--- config.mk ---
export PLATFORM = sky130hd
export DESIGN_NAME = peak_valley_detector_top
export DESIGN_NICKNAME = d
export VERILOG_FILES = /design/src/hdl/pvd_pkg.sv /design/src/hdl/pvd_cfg.sv /design/src/hdl/pvd_core.sv /design/src/hdl/peak_valley_detector_top.sv
export SDC_FILE = /design/constraint.sdc
export NUM_CORES = 1
export LEC_CHECK = 0
export ABC_AREA = 1
export BUFFER_PORTS_ARGS = -buffer_cell sky130_fd_sc_hd__buf_2
export CORE_MARGIN = 2
export CORE_UTILIZATION = 25
export DETAILED_ROUTE_END_ITERATION = 16
export GPL_TIMING_DRIVEN = 1
export PLACE_DENSITY = 0.4
export SYNTH_ARGS = -nofsm -noshare
export SYNTH_HDL_FRONTEND = slang
export SYNTH_SLANG_ARGS = --single-unit
--- constraint.sdc ---
create_clock -name aclk -period 10.1 [get_ports aclk]
set_clock_uncertainty 0.05 [all_clocks]
set_input_delay 3.03 -clock aclk [delete_from_list [all_inputs] [get_ports aclk]]
set_output_delay 3.03 -clock aclk [all_outputs]
set_load 0.02 [all_outputs]
--- src/hdl/pvd_pkg.sv ---
// Package for the peak/valley detector: transaction payload types and
// fixed constants shared by the core and the top level. No dependencies.
package pvd_pkg;

    localparam int SAMPLE_W = 16;
    localparam int POS_W    = 16;
    localparam int DELTA_W  = 16;

    // Hysteresis of 0.1 in Q1.15.
    localparam logic [DELTA_W-1:0] DELTA_RESET = 16'd3277;

    localparam logic signed [SAMPLE_W-1:0] SAMPLE_MOST_NEG = 16'sh8000;
    localparam logic signed [SAMPLE_W-1:0] SAMPLE_MOST_POS = 16'sh7FFF;

    localparam logic KIND_VALLEY = 1'b0;
    localparam logic KIND_PEAK   = 1'b1;

    typedef struct packed {
        logic signed [SAMPLE_W-1:0] sample;
        logic                       frame_start;
    } pvd_in_t;

    typedef struct packed {
        logic                       extremum_kind;
        logic [POS_W-1:0]           extremum_position;
        logic signed [SAMPLE_W-1:0] extremum_value;
    } pvd_out_t;

    typedef struct packed {
        logic     hit;
        pvd_out_t data;
    } pvd_result_t;

endpackage

--- src/hdl/pvd_cfg.sv ---
// Threshold register of the peak/valley detector.
// Depends on pvd_pkg for the width and reset value.
module pvd_cfg (
    input  logic                         aclk,
    input  logic                         aresetn,
    input  logic                         cfg_wr_en,
    input  logic [pvd_pkg::DELTA_W-1:0]  cfg_wr_data,
    output logic [pvd_pkg::DELTA_W-1:0]  delta
);
    import pvd_pkg::*;

    logic [DELTA_W-1:0] delta_reg;
    logic [DELTA_W-1:0] delta_next;

    // A zero threshold would make the detector meaningless, so it is dropped.
    always_comb begin
        delta_next = delta_reg;
        if (cfg_wr_en && (cfg_wr_data != '0)) begin
            delta_next = cfg_wr_data;
        end
    end

    always_ff @(posedge aclk) begin
        if (!aresetn) begin
            delta_reg <= DELTA_RESET;
        end else begin
            delta_reg <= delta_next;
        end
    end

    assign delta = delta_reg;

endmodule

--- src/hdl/pvd_core.sv ---
// Detection core: held extremes, their positions, search direction and the
// frame position counter, with the combinational compare/update. Uses pvd_pkg.
module pvd_core #(
    parameter logic [pvd_pkg::POS_W-1:0] POS_LIMIT = 16'hFFFF
) (
    input  logic                         aclk,
    input  logic                         aresetn,
    input  logic                         advance,
    input  pvd_pkg::pvd_in_t             item,
    input  logic [pvd_pkg::DELTA_W-1:0]  delta,
    output pvd_pkg::pvd_result_t         result
);
    import pvd_pkg::*;

    logic signed [SAMPLE_W-1:0] max_reg, max_next;
    logic signed [SAMPLE_W-1:0] min_reg, min_next;
    logic [POS_W-1:0]           max_idx_reg, max_idx_next;
    logic [POS_W-1:0]           min_idx_reg, min_idx_next;
    logic                       seek_peak_reg, seek_peak_next;
    logic [POS_W-1:0]           cnt_reg, cnt_next;

    logic signed [SAMPLE_W-1:0] cur_max, cur_min, max_upd, min_upd;
    logic [POS_W-1:0]           cur_max_idx, cur_min_idx, max_idx_upd, min_idx_upd;
    logic [POS_W-1:0]           pos;
    logic                       cur_seek;
    logic signed [SAMPLE_W+1:0] x_ext, max_ext, min_ext, d_ext;
    logic                       peak, valley;

    always_comb begin
        // A frame start sees the restart values instead of the held state.
        cur_max     = item.frame_start ? SAMPLE_MOST_NEG : max_reg;
        cur_min     = item.frame_start ? SAMPLE_MOST_POS : min_reg;
        cur_max_idx = item.frame_start ? '0 : max_idx_reg;
        cur_min_idx = item.frame_start ? '0 : min_idx_reg;
        cur_seek    = item.frame_start ? 1'b0 : seek_peak_reg;
        pos         = item.frame_start ? '0 : cnt_reg;

        max_upd     = (item.sample > cur_max) ? item.sample : cur_max;
        max_idx_upd = (item.sample > cur_max) ? pos : cur_max_idx;
        min_upd     = (item.sample < cur_min) ? item.sample : cur_min;
        min_idx_upd = (item.sample < cur_min) ? pos : cur_min_idx;

        x_ext   = {{2{item.sample[SAMPLE_W-1]}}, item.sample};
        max_ext = {{2{max_upd[SAMPLE_W-1]}}, max_upd};
        min_ext = {{2{min_upd[SAMPLE_W-1]}}, min_upd};
        d_ext   = {2'b00, delta};

        peak   = cur_seek && ((x_ext + d_ext) < max_ext);
        valley = !cur_seek && (x_ext > (min_ext + d_ext));

        max_next       = max_upd;
        max_idx_next   = max_idx_upd;
        min_next       = min_upd;
        min_idx_next   = min_idx_upd;
        seek_peak_next = cur_seek;
        if (peak) begin
            min_next       = item.sample;
            min_idx_next   = pos;
            seek_peak_next = 1'b0;
        end else if (valley) begin
            max_next       = item.sample;
            max_idx_next   = pos;
            seek_peak_next = 1'b1;
        end

        cnt_next = (pos < POS_LIMIT) ? pos + 1'b1 : POS_LIMIT;

        result.hit                    = peak || valley;
        result.data.extremum_kind     = peak ? KIND_PEAK : KIND_VALLEY;
        result.data.extremum_position = peak ? max_idx_upd : min_idx_upd;
        result.data.extremum_value    = peak ? max_upd : min_upd;
    end

    always_ff @(posedge aclk) begin
        if (!aresetn) begin
            max_reg       <= SAMPLE_MOST_NEG;
            min_reg       <= SAMPLE_MOST_POS;
            max_idx_reg   <= '0;
            min_idx_reg   <= '0;
            seek_peak_reg <= 1'b0;
            cnt_reg       <= '0;
        end else if (advance) begin
            max_reg       <= max_next;
            min_reg       <= min_next;
            max_idx_reg   <= max_idx_next;
            min_idx_reg   <= min_idx_next;
            seek_peak_reg <= seek_peak_next;
            cnt_reg       <= cnt_next;
        end
    end

    a_one_direction: assert property (@(posedge aclk) disable iff (!aresetn)
        advance |-> !(peak && valley))
        else $error("peak and valley detected on the same sample");

    a_cnt_limit: assert property (@(posedge aclk) disable iff (!aresetn)
        cnt_reg <= POS_LIMIT)
        else $error("position counter beyond its limit");

    a_peak_turns: assert property (@(posedge aclk) disable iff (!aresetn)
        advance && peak |=> !seek_peak_reg)
        else $error("search direction did not turn after a peak");

    a_valley_turns: assert property (@(posedge aclk) disable iff (!aresetn)
        advance && valley |=> seek_peak_reg)
        else $error("search direction did not turn after a valley");

endmodule

--- src/hdl/peak_valley_detector_top.sv ---
// Top level of the peak/valley detector: input register, detection core,
// result register and threshold register. Uses pvd_pkg, pvd_cfg, pvd_core.
//
//  Port group   Direction  Handshake          Payload
//  s_*          in         s_valid / s_ready  pvd_in_t  (sample, frame_start)
//  m_*          out        m_valid / m_ready  pvd_out_t (kind, position, value)
//  cfg_*        in         cfg_wr_en          delta_threshold, 16 bits
//
// One sample per cycle is sustained while the result register is not stalled;
// an accepted transaction is held in the input register, and a hit passes
// through the single compare/update step into the result register.
// Synchronous active-low reset clears the valid flags, resets the core state
// and sets the threshold to 3277. A stalled result holds the core; the input
// register still takes one more transaction while the result waits.
module peak_valley_detector_top #(
    parameter longint unsigned MAX_FRAME_LEN = 65536
) (
    input  logic                         aclk,
    input  logic                         aresetn,
    input  logic                         s_valid,
    output logic                         s_ready,
    input  pvd_pkg::pvd_in_t             s_data,
    output logic                         m_valid,
    input  logic                         m_ready,
    output pvd_pkg::pvd_out_t            m_data,
    input  logic                         cfg_wr_en,
    input  logic [pvd_pkg::DELTA_W-1:0]  cfg_wr_data
);
    import pvd_pkg::*;

    localparam longint unsigned LIMIT_FULL = (MAX_FRAME_LEN > 64'd65536) ?
                                             64'd65535 : (MAX_FRAME_LEN - 64'd1);
    localparam logic [POS_W-1:0] POS_LIMIT = LIMIT_FULL[POS_W-1:0];

    logic               in_valid_reg, in_valid_next;
    pvd_in_t            in_data_reg;
    logic               out_valid_reg, out_valid_next;
    pvd_out_t           out_data_reg;
    logic               advance;
    logic [DELTA_W-1:0] delta;
    pvd_result_t        result;

    assign advance = in_valid_reg && (!out_valid_reg || m_ready);
    assign s_ready = !in_valid_reg || advance;

    always_comb begin
        in_valid_next = in_valid_reg;
        if (s_valid && s_ready) begin
            in_valid_next = 1'b1;
        end else if (advance) begin
            in_valid_next = 1'b0;
        end

        out_valid_next = out_valid_reg;
        if (advance) begin
            out_valid_next = result.hit;
        end else if (m_ready) begin
            out_valid_next = 1'b0;
        end
    end

    always_ff @(posedge aclk) begin
        if (!aresetn) begin
            in_valid_reg  <= 1'b0;
            out_valid_reg <= 1'b0;
        end else begin
            in_valid_reg  <= in_valid_next;
            out_valid_reg <= out_valid_next;
        end
    end

    always_ff @(posedge aclk) begin
        if (s_valid && s_ready) begin
            in_data_reg <= s_data;
        end
        if (advance && result.hit) begin
            out_data_reg <= result.data;
        end
    end

    pvd_cfg u_cfg (
        .aclk        (aclk),
        .aresetn     (aresetn),
        .cfg_wr_en   (cfg_wr_en),
        .cfg_wr_data (cfg_wr_data),
        .delta       (delta)
    );

    pvd_core #(
        .POS_LIMIT (POS_LIMIT)
    ) u_core (
        .aclk    (aclk),
        .aresetn (aresetn),
        .advance (advance),
        .item    (in_data_reg),
        .delta   (delta),
        .result  (result)
    );

    assign m_valid = out_valid_reg;
    assign m_data  = out_data_reg;

endmodule
# --- Word-level counts from Yosys, hierarchy flattened ---
# Cells that the tools add are included.
word_totals:
  output_inout_bits: 35
  inputBits: 38
  elab_cells: 63
  ff_bits: 149
op_classes:
  magnitude_cmp: 5
  muxes: 26
  reduce_logical: 15
  n_addsub: 3
ops:
  columns: ["op", "count"]
  rows:
  - ["$mux W16", 18]
  - ["$add A16 B17 Y18", 2]
  - ["$gt A16 B18 Y1", 1]
  - ["$lt A18 B16 Y1", 1]
  - ["$add A16 B1 Y16 const B", 1]
  - ["$gt A16 B16 Y1", 1]
  - ["$lt A16 B16 Y1", 1]
  - ["$lt A16 B16 Y1 const B", 1]
  - ["$reduce_bool A16 Y1", 1]
  - ["$mux W1", 8]
  - ["$logic_and A1 B1 Y1", 6]
  - ["$reduce_bool A2 Y1", 2]
  - ["$logic_not A1 Y1", 3]
  - ["$logic_or A1 B1 Y1", 3]

# --- Longest topological paths before layout ---
# Gate-level depths: netlist (run 1).
depth:
  ltp_word: 8
  mapped_depth: 44
  mapped_depth_nobuf: 40

# --- Cells and area by module ---
# From an unflattened synthesis (run 1), not the netlist that was laid out.
hier_totals:
  cells_unflattened: 1469
  hier_area_um2: 10752.8
modules_own_cells:
  columns: ["module", "area_each_um2", "cells_each", "instances"]
  rows:
  - ["pvd_core", 8391.8, 1297, 1]
  - ["peak_valley_detector_top", 1609.0, 67, 1]
  - ["pvd_cfg", 752.0, 105, 1]

# --- Worst setup path before layout (run 1) ---
# No wires, ideal clock.
synth_path:
  path_type: "register to register"
  startpoint: "register in_data_reg[0] (netlist name)"
  endpoint: "register out_data_reg, in the netlist m_data[0] (enable)"
  arrival_time_ns: 6.226
  setup_slack_ns: 3.436
  stages_incl_launch_ff: 43
  synth_period_minus_slack_ns: 6.664
  path_cell_list: "edfxtp_1 clkbuf_1 clkbuf_1 nor2_1 ha_1 o21ai_1 nand2_1 nand3_1 a21oi_1 o211ai_1 nand2_1 or2_1 nand2_2 inv_2 clkbuf_1 o21ai_0 ha_1 inv_1 (+7 left out) nand2_1 a21oi_1 xor2_1 ha_1 nand2_1 inv_1 nand3_1 inv_1 nand2_1 a31oi_1 nor2_1 nor2_1 nor2_1 nand2_1 clkbuf_1 nand2_1 nand2_1 inv_1"
synth_via:
  elab_chain_cells: 8
synth_rtl:
  columns: ["element", "line_no", "source"]
  rows:
  - ["start, declared", "peak_valley_detector_top.sv:36", "pvd_in_t in_data_reg;"]
  - ["start signal, assigned", "peak_valley_detector_top.sv:74", "in_data_reg <= s_data;"]
  - ["$mux W16", "pvd_core.sv:32", "cur_min = item.frame_start ? SAMPLE_MOST_POS : min_reg;"]
  - ["$lt A16 B16 Y1", "pvd_core.sv:40", "min_upd = (item.sample < cur_min) ? item.sample : cur_min;"]
  - ["$mux W16", "pvd_core.sv:40", null]
  - ["$add A16 B17 Y18", "pvd_core.sv:49", "valley = !cur_seek && (x_ext > (min_ext + d_ext));"]
  - ["$gt A16 B18 Y1", "pvd_core.sv:49", null]
  - ["$logic_and A1 B1 Y1", "pvd_core.sv:49", null]
  - ["$logic_or A1 B1 Y1 (*)", "pvd_core.sv:68", "result.hit = peak || valley;"]
  - ["$logic_and A1 B1 Y1 (*)", "peak_valley_detector_top.sv:76", "if (advance && result.hit) begin"]
  - ["end signal, assigned", "peak_valley_detector_top.sv:77", "out_data_reg <= result.data;"]
  - ["end, declared", "peak_valley_detector_top.sv:38", "pvd_out_t out_data_reg;"]
# Mark *: on every way between the ends. The rest lies on a longest branch, timed or not.
# A chain may end at the register's enable or synchronous reset.

# --- Worst setup path in the final report (run 1) ---
# Same ends and word-level chain as after synthesis.

==> qor.csv, run 1 <==
stage,metric,value,unit
synthesis,yosys warns,0,
power,peak supply drop,0.114,mV
finish,footprint of the multi-input gates,5940,µm²
power,Design Power,2.20,mW
die,I/O pin count,73,
synthesis,Syn Nets,1560,
synthesis,top-count cell post-synth,nand2_1,
synthesis,Post-synth ARST share,0,%
synthesis,Post-Syn Area,10200,µm²
die,die footprint,42600,µm²
clock_network,post-cts hold buffer count,0,
synthesis,post-synthesis mux area share,0,%
synthesis,largest family of logic cells by synthesized area,simple AND/OR/NAND/NOR gates,
die,chip height,206,µm
route,First DRT Iteration DRCs,603,
die,# rows,74,
synthesis,"EDFF count, synth",50,
placed_design,GP Congestion,0.811,
synthesis,Area contributors post-synth,"dfxtp_1 19%, edfxtp_1 15%, nand2_1 13%, ha_1 12%, a21oi_1 5.6%",
synthesis,register area share after synthesis,34.0,%
status,outcome,"finished, final reports clean",
synthesis,Synth Area in Compound Gates,15.5,%
clock_network,H-tree depth,4,
die,die width,206,µm
clock_network,post-CTS sizing,0,
sta,crit share post-route,80.7,%
global_routing,global-route wire length before repair,55100,µm
route,Detailed Routing Iterations Pass 1,7,
synthesis,Synth Area in Adders,12.7,%
sta,RSZ-0062 raised after global routing,no,
sta,max_slew headroom,40.4,%
finish,proportion of layout cells with a drive suffix above 1,9.51,%
worst_setup_path,CP top delay family,compound AO/OA/AOI/OAI gates,
clock_network,CTS tree,yes,
worst_setup_path,RR Endpoint,m_data[0],
clock_network,CTS Sinks,149,
route,Routed WL per cell,17.6,µm
die,initial cell density of the core,25.2,%
sta,hold_ws,0.417,ns
route,DR vias/cell,4.80,
clock_network,worst-skew pair later-pin latency,0.45,ns
run,MaxCap Viol Count,0,
sta,setup violators final,0,
clock_network,worst-case clock buffer depth,2,
synthesis,"Avg Cell Area, Syn",7.21,µm²
worst_setup_path,crit path from,in_data_reg[0],
synthesis,distinct cell type count after synthesis,45,
placed_design,dpl hpwl,24500,µm
worst_setup_path,startpoint class of the critical path,register,
finish,filler instances,4457,
synthesis,xor/xnor share of the synthesized area,3.51,%
synthesis,Main synth FF type,dfxtp_1,
sta,Tmin final,8.16,ns
synthesis,post-synthesis register bit count,149,
sta,Max Freq,0.123,GHz
worst_setup_path,crit-path max FO,35,
worst_setup_path,CP Data Arrival Time,8.25,ns
worst_setup_path,Critical Path RT,10.20,ns
route,via count,9629,
sta,Slew @ Worst Pin,0.894,ns
global_routing,total gr overflow,0,
finish,Seq. cell area,3480,µm²
placed_design,Port Buffers,72,
synthesis,most instantiated cells after synthesis,"346 x nand2_1, 133 x inv_1, 118 x nor2_1",
worst_setup_path,worst r2r src,in_data_reg[0],
route,Remaining DRCs,0,
clock_network,clock transition at the registers of the reported paths,0.07,ns
route,Final ANT Viol Nets,0,
finish,P&R area growth vs syn,14.1,%
finish,max FFs per register,33,
clock_network,root buf cell,clkbuf_16,
global_routing,initial antenna violation count,0,
worst_setup_path,Max stage delay on crit path,0.57,ns
global_routing,largest net degree at the start of global routing,76,
worst_setup_path,Worst Path Buf+Inv,8,
finish,Inserted Diodes,0,
worst_setup_path,crit path to,m_data[0],
clock_network,setup bufs post-CTS,0,
die,core area,40600,µm²
global_routing,vias in the first global route,9470,
power,leakage,5.10,nW
synthesis,post-synthesis instance total,1419,
min_path,Worst Hold Class,register to register,
route,drt total wl,35300,µm
worst_setup_path,kind of end point of the critical path,register,
worst_setup_path,"reg-to-reg slack, setup",1.94,ns
finish,Final #Nets,1600,
worst_setup_path,CP max-delay cell,edfxtp_1,
worst_setup_path,CP Depth,35,
sta,Setup TNS,0,ns
power,Power per Cell Area,189,nW/µm²
synthesis,post-synthesis simple-gate area fraction,26.3,%
global_routing,GRT Total Usage,17.1,%
synthesis,Synth area leader,dfxtp_1,
clock_network,CTS Buf Count,17,
worst_setup_path,critical path class,register to register,
worst_setup_path,CP most frequent cell,nand2_1,
synthesis,Synth top area share,19.4,%
sta,final hold vios,0,
sta,fin. max-slew vios,0,
worst_setup_path,reg2reg path depth,35,
tightest hold or removal path: cells and delay by family, from the launching register on:
kind / cells / cell delay (ns)
AND/OR/NAND/NOR: 1 / 0.06
flip-flops: 1 / 0.31
AO/OA/AOI/OAI: 1 / 0.05
placed cells by master, fill, tap and decap left out, drive strengths merged, types with 2 or more instances in the layout:
cell type  netlist  final
a211oi           5      5
a21o             2      2
a21oi          116    116
a221oi           9      9
a31oi           22     22
buf             15     90
clkbuf          54     20
clkinv           3      2
clkinvlp         0      5
dfxtp           99     99
edfxtp          50     50
fa               2      2
ha             101    101
inv            136    143
nand2          349    349
nand3           96     96
nand4           43     43
nor2           118    118
nor3            18     18
nor4             5      5
o211ai           4      4
o21ai          112    112
o21bai           4      4
o221ai           3      3
o31ai            2      2
o41ai            2      2
or2              2      2
xnor2            6      6
xor2            35     35
metal layers:
metal,global-route usage [%],part of all wire (%),vias up
met1,23.4,50,4544
met5,0,0,-
met4,4.34,1.3,0
met3,2.63,3.6,23
li1,-,-,4903
met2,28.0,45,159
where the power goes:
group / internal, mW / switching [mW]
clock network: 0.350 / 0.292
logic: 0.259 / 0.570
registers: 0.688 / 0.0428
layout make-up:
| class | instances | area share (%) |
|---|---|---|
| clock buffers | 20 | 3.83 |
| clock inverters | 12 | 1.03 |
| inverters | 139 | 4.47 |
| multi-input cells | 1062 | 50.9 |
| flip-flops and latches | 149 | 29.8 |
| well taps | 532 | 5.70 |
| repair buffers | 90 | 4.24 |
metrics by stage:
step	instance area [µm²]	std cells	setup WS [ns]	util (%)
after global placement	11100	1972	2.07	27.3
after detailed placement	11100	1972	1.89	27.3
after CTS	11700	2004	1.84	28.7
final	11700	2004	1.94	28.7
after floorplan	10200	1419	3.44	-
after global routing	11700	2004	1.02	28.7
kinds of logic after synthesis:
logic type | count (synthesis)
xor gates and xnor gates | 41
adders and majority gates | 103
and+or+nand+nor | 631
buffers and inverters | 208
DFF | 149
AOI/OAI and AO/OA | 287
how the worst min path moves through the flow:
stage,from,endpoint,cells past startpoint
2_1_floorplan,u_core.min_reg[0],u_core.min_reg[0],2
3_3_place_gp,u_core.max_idx_reg[9],u_core.max_idx_reg[9],2
3_5_place_dp,u_core.min_reg[5],u_core.min_reg[5],2
4_1_cts,u_core.max_reg[0],u_core.max_reg[0],2
5_1_grt,u_core.max_idx_reg[4],u_core.max_idx_reg[4],2
6_report,u_core.max_idx_reg[13],u_core.max_idx_reg[13],2
Power figures use the tool's default switching activity.
==> run 2: changes to the inputs <==
Settings changed: PLACE_DENSITY 0.4 to 0.41.
Clock period 10.1 ns to 6.8 ns, I/O delays scaled along.
==> run 2 against run 1 <==
Net effect:
- power increased by 51%
- final cell count increased by 1.4%
- sequential share of layout area decreased by 0.72 points
- final area increased by 2.5%
- clock-buffer cell count increased by 1
- core utilization increased by 0.71 points
- combinational power increased by 56%
- first-iteration DRC count increased by 27%
- non-clock buffer count increased by 28
- sequential power increased by 47%
==> qor.csv, run 2 (synthesis gave the netlist of run 1 again) <==
stage,metric,value,unit,change
route,Routed WL per cell,17.3,µm,was 17.6 µm
power,peak supply drop,0.195,mV,was 0.114 mV
finish,Inserted Diodes,0,,unchanged
run,MaxCap Viol Count,0,,unchanged
global_routing,vias in the first global route,9420,,was 9470
clock_network,CTS Buf Count,17,,unchanged
sta,final hold vios,0,,unchanged
power,Design Power,3.33,mW,was 2.20 mW
route,via count,9779,,was 9629
status,outcome,"finished, final reports clean",,unchanged
placed_design,dpl hpwl,24900,µm,was 24500 µm
worst_setup_path,crit-path max FO,17,,was 35
clock_network,CTS tree,yes,,unchanged
route,drt total wl,35100,µm,was 35300 µm
global_routing,global-route wire length before repair,54900,µm,was 55100 µm
clock_network,post-cts hold buffer count,0,,unchanged
finish,Final #Nets,1628,,was 1600
worst_setup_path,kind of end point of the critical path,register,,unchanged
clock_network,root buf cell,clkbuf_16,,unchanged
placed_design,Port Buffers,72,,unchanged
power,Reg power frac,32.1,%,was 33.2%
worst_setup_path,CP Data Arrival Time,6.28,ns,was 8.25 ns
power,Power per Cell Area,279,nW/µm²,was 189 nW/µm²
global_routing,total gr overflow,0,,unchanged
worst_setup_path,CP most frequent cell,nand2_1,,unchanged
finish,most frequent cells in the layout,"344 x nand2_1, 131 x inv_1, 118 x nor2_1",,"was 345 x nand2_1, 132 x inv_1, 118 x nor2_1"
sta,Slew @ Worst Pin,0.929,ns,was 0.894 ns
power,Clk pwr share,29.2,%,about the same
clock_network,worst-skew pair later-pin latency,0.45,ns,about the same
finish,P&R area growth vs syn,16.9,%,was 14.1%
finish,max FFs per register,33,,unchanged
worst_setup_path,critical path class,register to register,,unchanged
power,P_sw,1.35,mW,was 905 µW
die,initial cell density of the core,25.2,%,unchanged
power,Internal,1.98,mW,was 1.30 mW
route,Final ANT Viol Nets,0,,unchanged
sta,RSZ-0062 raised after global routing,no,,unchanged
worst_setup_path,"reg-to-reg slack, setup",0.61,ns,was 1.94 ns
die,# rows,74,,unchanged
global_routing,initial antenna violation count,0,,unchanged
sta,fin. max-slew vios,0,,unchanged
die,die footprint,42600,µm²,unchanged
worst_setup_path,Critical Path RT,6.89,ns,was 10.20 ns
min_path,Worst Hold Class,register to register,,unchanged
route,Detailed Routing Iterations Pass 1,5,,was 7
sta,Tmin final,6.19,ns,was 8.16 ns
placed_design,GP Congestion,0.832,,was 0.811
clock_network,CTS Sinks,149,,unchanged
sta,max_slew headroom,38.1,%,was 40.4%
global_routing,GRT Total Usage,17.0,%,was 17.1%
sta,crit share post-route,91.0,%,was 80.7%
die,I/O pin count,73,,unchanged
worst_setup_path,Max stage delay on crit path,0.37,ns,was 0.57 ns
die,die width,206,µm,unchanged
route,Remaining DRCs,0,,unchanged
worst_setup_path,CP max-delay cell,edfxtp_1,,unchanged
global_routing,largest net degree at the start of global routing,66,,was 76
power,leakage,5.28,nW,was 5.10 nW
finish,proportion of layout cells with a drive suffix above 1,11.7,%,was 9.51%
sta,Max Freq,0.162,GHz,was 0.123 GHz
sta,Setup TNS,0,ns,unchanged
route,DR vias/cell,4.81,,was 4.80
die,core area,40600,µm²,unchanged
power,switching part of the total,40.5,%,was 41.1%
power,Comb power frac,38.7,%,was 37.7%
sta,setup violators final,0,,unchanged
clock_network,H-tree depth,4,,unchanged
die,chip height,206,µm,unchanged
worst_setup_path,startpoint class of the critical path,register,,unchanged
finish,"most common cell after layout, fill and taps aside",nand2_1,,unchanged
clock_network,worst-case clock buffer depth,2,,unchanged
route,First DRT Iteration DRCs,767,,was 603
clock_network,clock transition at the registers of the reported paths,0.07,ns,about the same
-- run 2: routing by layer --
layer | vias up | wire (µm) | global-route usage [%]
met5 | - | 0 | 0
met4 | 0 | 648 | 4.85
met3 | 37 | 1190 | 2.40
met2 | 206 | 15700 | 27.0
met1 | 4576 | 17600 | 23.8
li1 | 4960 | - | -
-- run 2: timing repair --
item | CTS | global route
setup endpoints to repair | 0 | 68
resized for setup | 0 | 14
setup buffers | 0 | 4
endpoints found under the hold margin | 0 | 0
-- run 2: worst max-delay path: cells and delay by family, from the launching register on --
family | cells | cell delay (ns)
compound gates | 9 | 1.63
xor+xnor | 1 | 0.17
fa+ha+maj | 3 | 0.88
buf+inv | 8 | 0.95
flops | 1 | 0.37
simple gates | 19 | 1.85
-- run 2: cell type report --
cell class | count | area, µm²
Fill cell | 4392 | 28700
Multi-Input combinational cell | 1062 | 5970
Sequential cell | 149 | 3480
Timing Repair Buffer | 118 | 731
Tap cell | 532 | 666
Inverter | 139 | 527
Clock buffer | 21 | 504
Clock inverter | 11 | 83.8
-- run 2: worst paths after layout --
check / endpoint / depth (start not counted) / from
worst min-delay path: u_core.max_reg[2] / 2 / u_core.max_reg[2]
worst max register to register: m_data[4] / 40 / in_data_reg[0]
worst min register to register: u_core.max_reg[2] / 2 / u_core.max_reg[2]
worst max-delay path: m_data[4] / 40 / in_data_reg[0]
-- run 2: through the flow --
step	utilization, %	hold WS, ns	area (µm²)	cells	worst slack, ns
global route	29.4	0.430	12000	2032	0.0103
global placement	27.8	0.403	11300	1996	0.318
CTS	29.2	0.416	11900	2028	0.248
finish	29.4	0.416	12000	2032	0.609
detailed placement	27.8	0.404	11300	1996	0.290
floorplan	-	0.391	10200	1419	0.136
-- run 2: power groups by stage --
| stage | registers (mW) | logic, mW | clock network, mW |
|---|---|---|---|
| floorplan | 1.11 | 0.834 | 0 |
| global placement | 1.09 | 1.26 | 0 |
| detailed placement | 1.09 | 1.27 | 0 |
| CTS | 1.07 | 1.28 | 1.00 |
| global route | 1.08 | 1.47 | 1.04 |
| finish | 1.07 | 1.29 | 0.975 |
==> run 3: changes to the inputs <==
--- a/config.mk
+++ b/config.mk
@@ -7,4 +7,5 @@
 export LEC_CHECK = 0
 export ABC_AREA = 1
+export ABC_CLOCK_PERIOD_IN_PS = 6800
 export BUFFER_PORTS_ARGS = -buffer_cell sky130_fd_sc_hd__buf_2
 export CORE_MARGIN = 2
@@ -12,5 +13,5 @@
 export DETAILED_ROUTE_END_ITERATION = 16
 export GPL_TIMING_DRIVEN = 1
-export PLACE_DENSITY = 0.41
+export PLACE_DENSITY = 0.48
 export SYNTH_ARGS = -nofsm -noshare
 export SYNTH_HDL_FRONTEND = slang
--- a/constraint.sdc
+++ b/constraint.sdc
@@ -3,3 +3,3 @@
 set_input_delay 2.04 -clock aclk [delete_from_list [all_inputs] [get_ports aclk]]
 set_output_delay 2.04 -clock aclk [all_outputs]
-set_load 0.02 [all_outputs]
+set_load 0.01 [all_outputs]
==> run 3 against run 2 <==
Net effect:
- sequential share of layout area grew 0.21 points
- highest routed layer unchanged
- hold slack improved by 0.0018 ns
- non-clock buffer count fell by 9
- fmax grew 0.36%
- core utilization is 0.21 points lower
- global-route usage is 1.1 points lower
- register-to-register slack better by 0.02 ns
- routed wire length fell by 4.8%
- critical path depth shrank 2
- via count down 0.16%
- power fell by 1.6%
- critical endpoint is now u_core.max_idx_reg[8]
- setup slack better by 0.022 ns
==> qor.csv, run 3 (synthesis gave the netlist of run 1 again) <==
stage,metric,value,unit,change
worst_setup_path,CP most frequent cell,nand2_1,,unchanged
sta,final worst slack,0.631,ns,was 0.609 ns
die,# rows,74,,unchanged
global_routing,largest net degree at the start of global routing,79,,was 66
die,I/O pin count,73,,unchanged
sta,Max Freq,0.162,GHz,about the same
power,leakage,5.23,nW,was 5.28 nW
finish,cell area after layout,11900,µm²,was 12000 µm²
clock_network,CTS Buf Count,17,,unchanged
clock_network,worst-case clock buffer depth,2,,unchanged
route,Detailed Routing Iterations Pass 1,5,,unchanged
clock_network,H-tree depth,4,,unchanged
global_routing,GRT Total Usage,15.9,%,was 17.0%
die,core area,40600,µm²,unchanged
sta,Setup TNS,0,ns,unchanged
clock_network,CTS tree,yes,,unchanged
power,Design Power,3.28,mW,was 3.33 mW
clock_network,CTS Sinks,149,,unchanged
placed_design,GP Congestion,0.836,,was 0.832
worst_setup_path,Critical Path RT,7.02,ns,was 6.89 ns
finish,Final #Nets,1619,,was 1628
worst_setup_path,startpoint class of the critical path,register,,unchanged
worst_setup_path,critical path class,register to register,,unchanged
power,peak supply drop,0.191,mV,was 0.195 mV
sta,Tmin final,6.17,ns,was 6.19 ns
sta,RSZ-0062 raised after global routing,no,,unchanged
finish,P&R area growth vs syn,16.1,%,was 16.9%
route,via count,9763,,was 9779
sta,crit share post-route,90.7,%,was 91.0%
sta,max_slew headroom,34.5,%,was 38.1%
finish,Seq. cell area,3480,µm²,unchanged
placed_design,setup slack at placement,0.503,ns,was 0.290 ns
global_routing,vias in the first global route,9243,,was 9420
route,Routed WL per cell,16.5,µm,was 17.3 µm
run,MaxCap Viol Count,0,,unchanged
placed_design,dpl hpwl,23300,µm,was 24900 µm
sta,fin. max-slew vios,0,,unchanged
sta,Slew @ Worst Pin,0.982,ns,was 0.929 ns
die,chip height,206,µm,unchanged
finish,"non-filler cells, final",2023,,was 2032
die,initial cell density of the core,25.2,%,unchanged
route,First DRT Iteration DRCs,757,,was 767
finish,footprint of the multi-input gates,5950,µm²,was 5970 µm²
clock_network,clock transition at the registers of the reported paths,0.07,ns,about the same
worst_setup_path,CP max-delay cell,edfxtp_1,,unchanged
route,Final ANT Viol Nets,0,,unchanged
finish,"most common cell after layout, fill and taps aside",nand2_1,,unchanged
finish,post-layout util,29.2,%,was 29.4%
sta,setup violators final,0,,unchanged
clock_network,worst-skew pair later-pin latency,0.44,ns,was 0.45 ns
worst_setup_path,CP Data Arrival Time,6.39,ns,was 6.28 ns
clock_network,root buf cell,clkbuf_16,,unchanged
sta,hold_ws,0.418,ns,was 0.416 ns
finish,filler instances,4369,,was 4392
die,die width,206,µm,unchanged
worst_setup_path,crit-path max FO,19,,was 17
global_routing,global-route wire length before repair,52100,µm,was 54900 µm
finish,proportion of layout cells with a drive suffix above 1,10.7,%,was 11.7%
die,die footprint,42600,µm²,unchanged
status,outcome,"finished, final reports clean",,unchanged
route,Remaining DRCs,0,,unchanged
global_routing,total gr overflow,0,,unchanged
power,Power per Cell Area,276,nW/µm²,was 279 nW/µm²
finish,most frequent cells in the layout,"345 x nand2_1, 133 x inv_1, 118 x nor2_1",,"was 344 x nand2_1, 131 x inv_1, 118 x nor2_1"
finish,max FFs per register,33,,unchanged
placed_design,dpl cell area,11300,µm²,about the same
sta,final hold vios,0,,unchanged
worst_setup_path,kind of end point of the critical path,register,,unchanged
worst_setup_path,Max stage delay on crit path,0.41,ns,was 0.37 ns
placed_design,Port Buffers,72,,unchanged
global_routing,initial antenna violation count,0,,unchanged
placed_design,Cells after DPL,1990,,was 1996
min_path,Worst Hold Class,register to register,,unchanged
route,DR vias/cell,4.83,,was 4.81
route,drt total wl,33400,µm,was 35100 µm
finish,Inserted Diodes,0,,unchanged
[run 3: cell count changes in the layout (fill, tap and decap cells not counted), sizes merged]
cell    change
buf         -9
bufinv      +2
clkbuf      -1
clkinv      -1
[run 3: path summary, 6_finish.rpt]
check	start	end	slack (ns)	cells past startpoint
worst max register to register	in_data_reg[0]	u_core.max_idx_reg[8]	0.63	38
worst min register to register	u_core.max_reg[8]	u_core.max_reg[8]	0.42	2
worst max-delay path	in_data_reg[0]	u_core.max_idx_reg[8]	0.63	38
worst min-delay path	u_core.max_reg[8]	u_core.max_reg[8]	0.42	2
[run 3: worst max-delay path, delay by kind of cell, from the launching register on]
| family | cells | cell delay [ns] |
|---|---|---|
| AND/OR/NAND/NOR | 19 | 2.06 |
| AO/OA/AOI/OAI | 8 | 1.27 |
| adder cells (fa/ha/maj) | 3 | 1.05 |
| buffers and inverters | 7 | 0.99 |
| flip-flops | 1 | 0.41 |
| XOR/XNOR | 1 | 0.15 |
[run 3: what timing repair did]
item                       CTS  global route
setup endpoints to repair    0            66
hold buffers                 0             0
resized for setup            0             3
buffers inserted             0             1
[run 3: metal layers]
| layer | vias to the layer above | share of wire [%] | track usage (%) |
|---|---|---|---|
| met3 | 31 | 4.8 | 2.32 |
| met5 | - | 0 | 0 |
| met1 | 4548 | 48 | 22.0 |
| met2 | 244 | 45 | 25.5 |
| met4 | 0 | 1.8 | 4.77 |
| li1 | 4940 | - | - |
[run 3: report_power, final]
part / switching [mW] / internal [mW] / total (mW) / leakage [nW]
sequential: 0.0523 / 1.02 / 1.07 / 1.28
combinational: 0.825 / 0.406 / 1.23 / 3.66
clock: 0.419 / 0.558 / 0.976 / 0.284
[run 3: final cells by class]
class,count,area share [%]
Inverter,139,4.40
Multi-Input combinational cell,1062,50.1
Clock buffer,20,3.76
Timing Repair Buffer,109,5.62
Tap cell,532,5.60
Clock inverter,12,1.21
Sequential cell,149,29.3
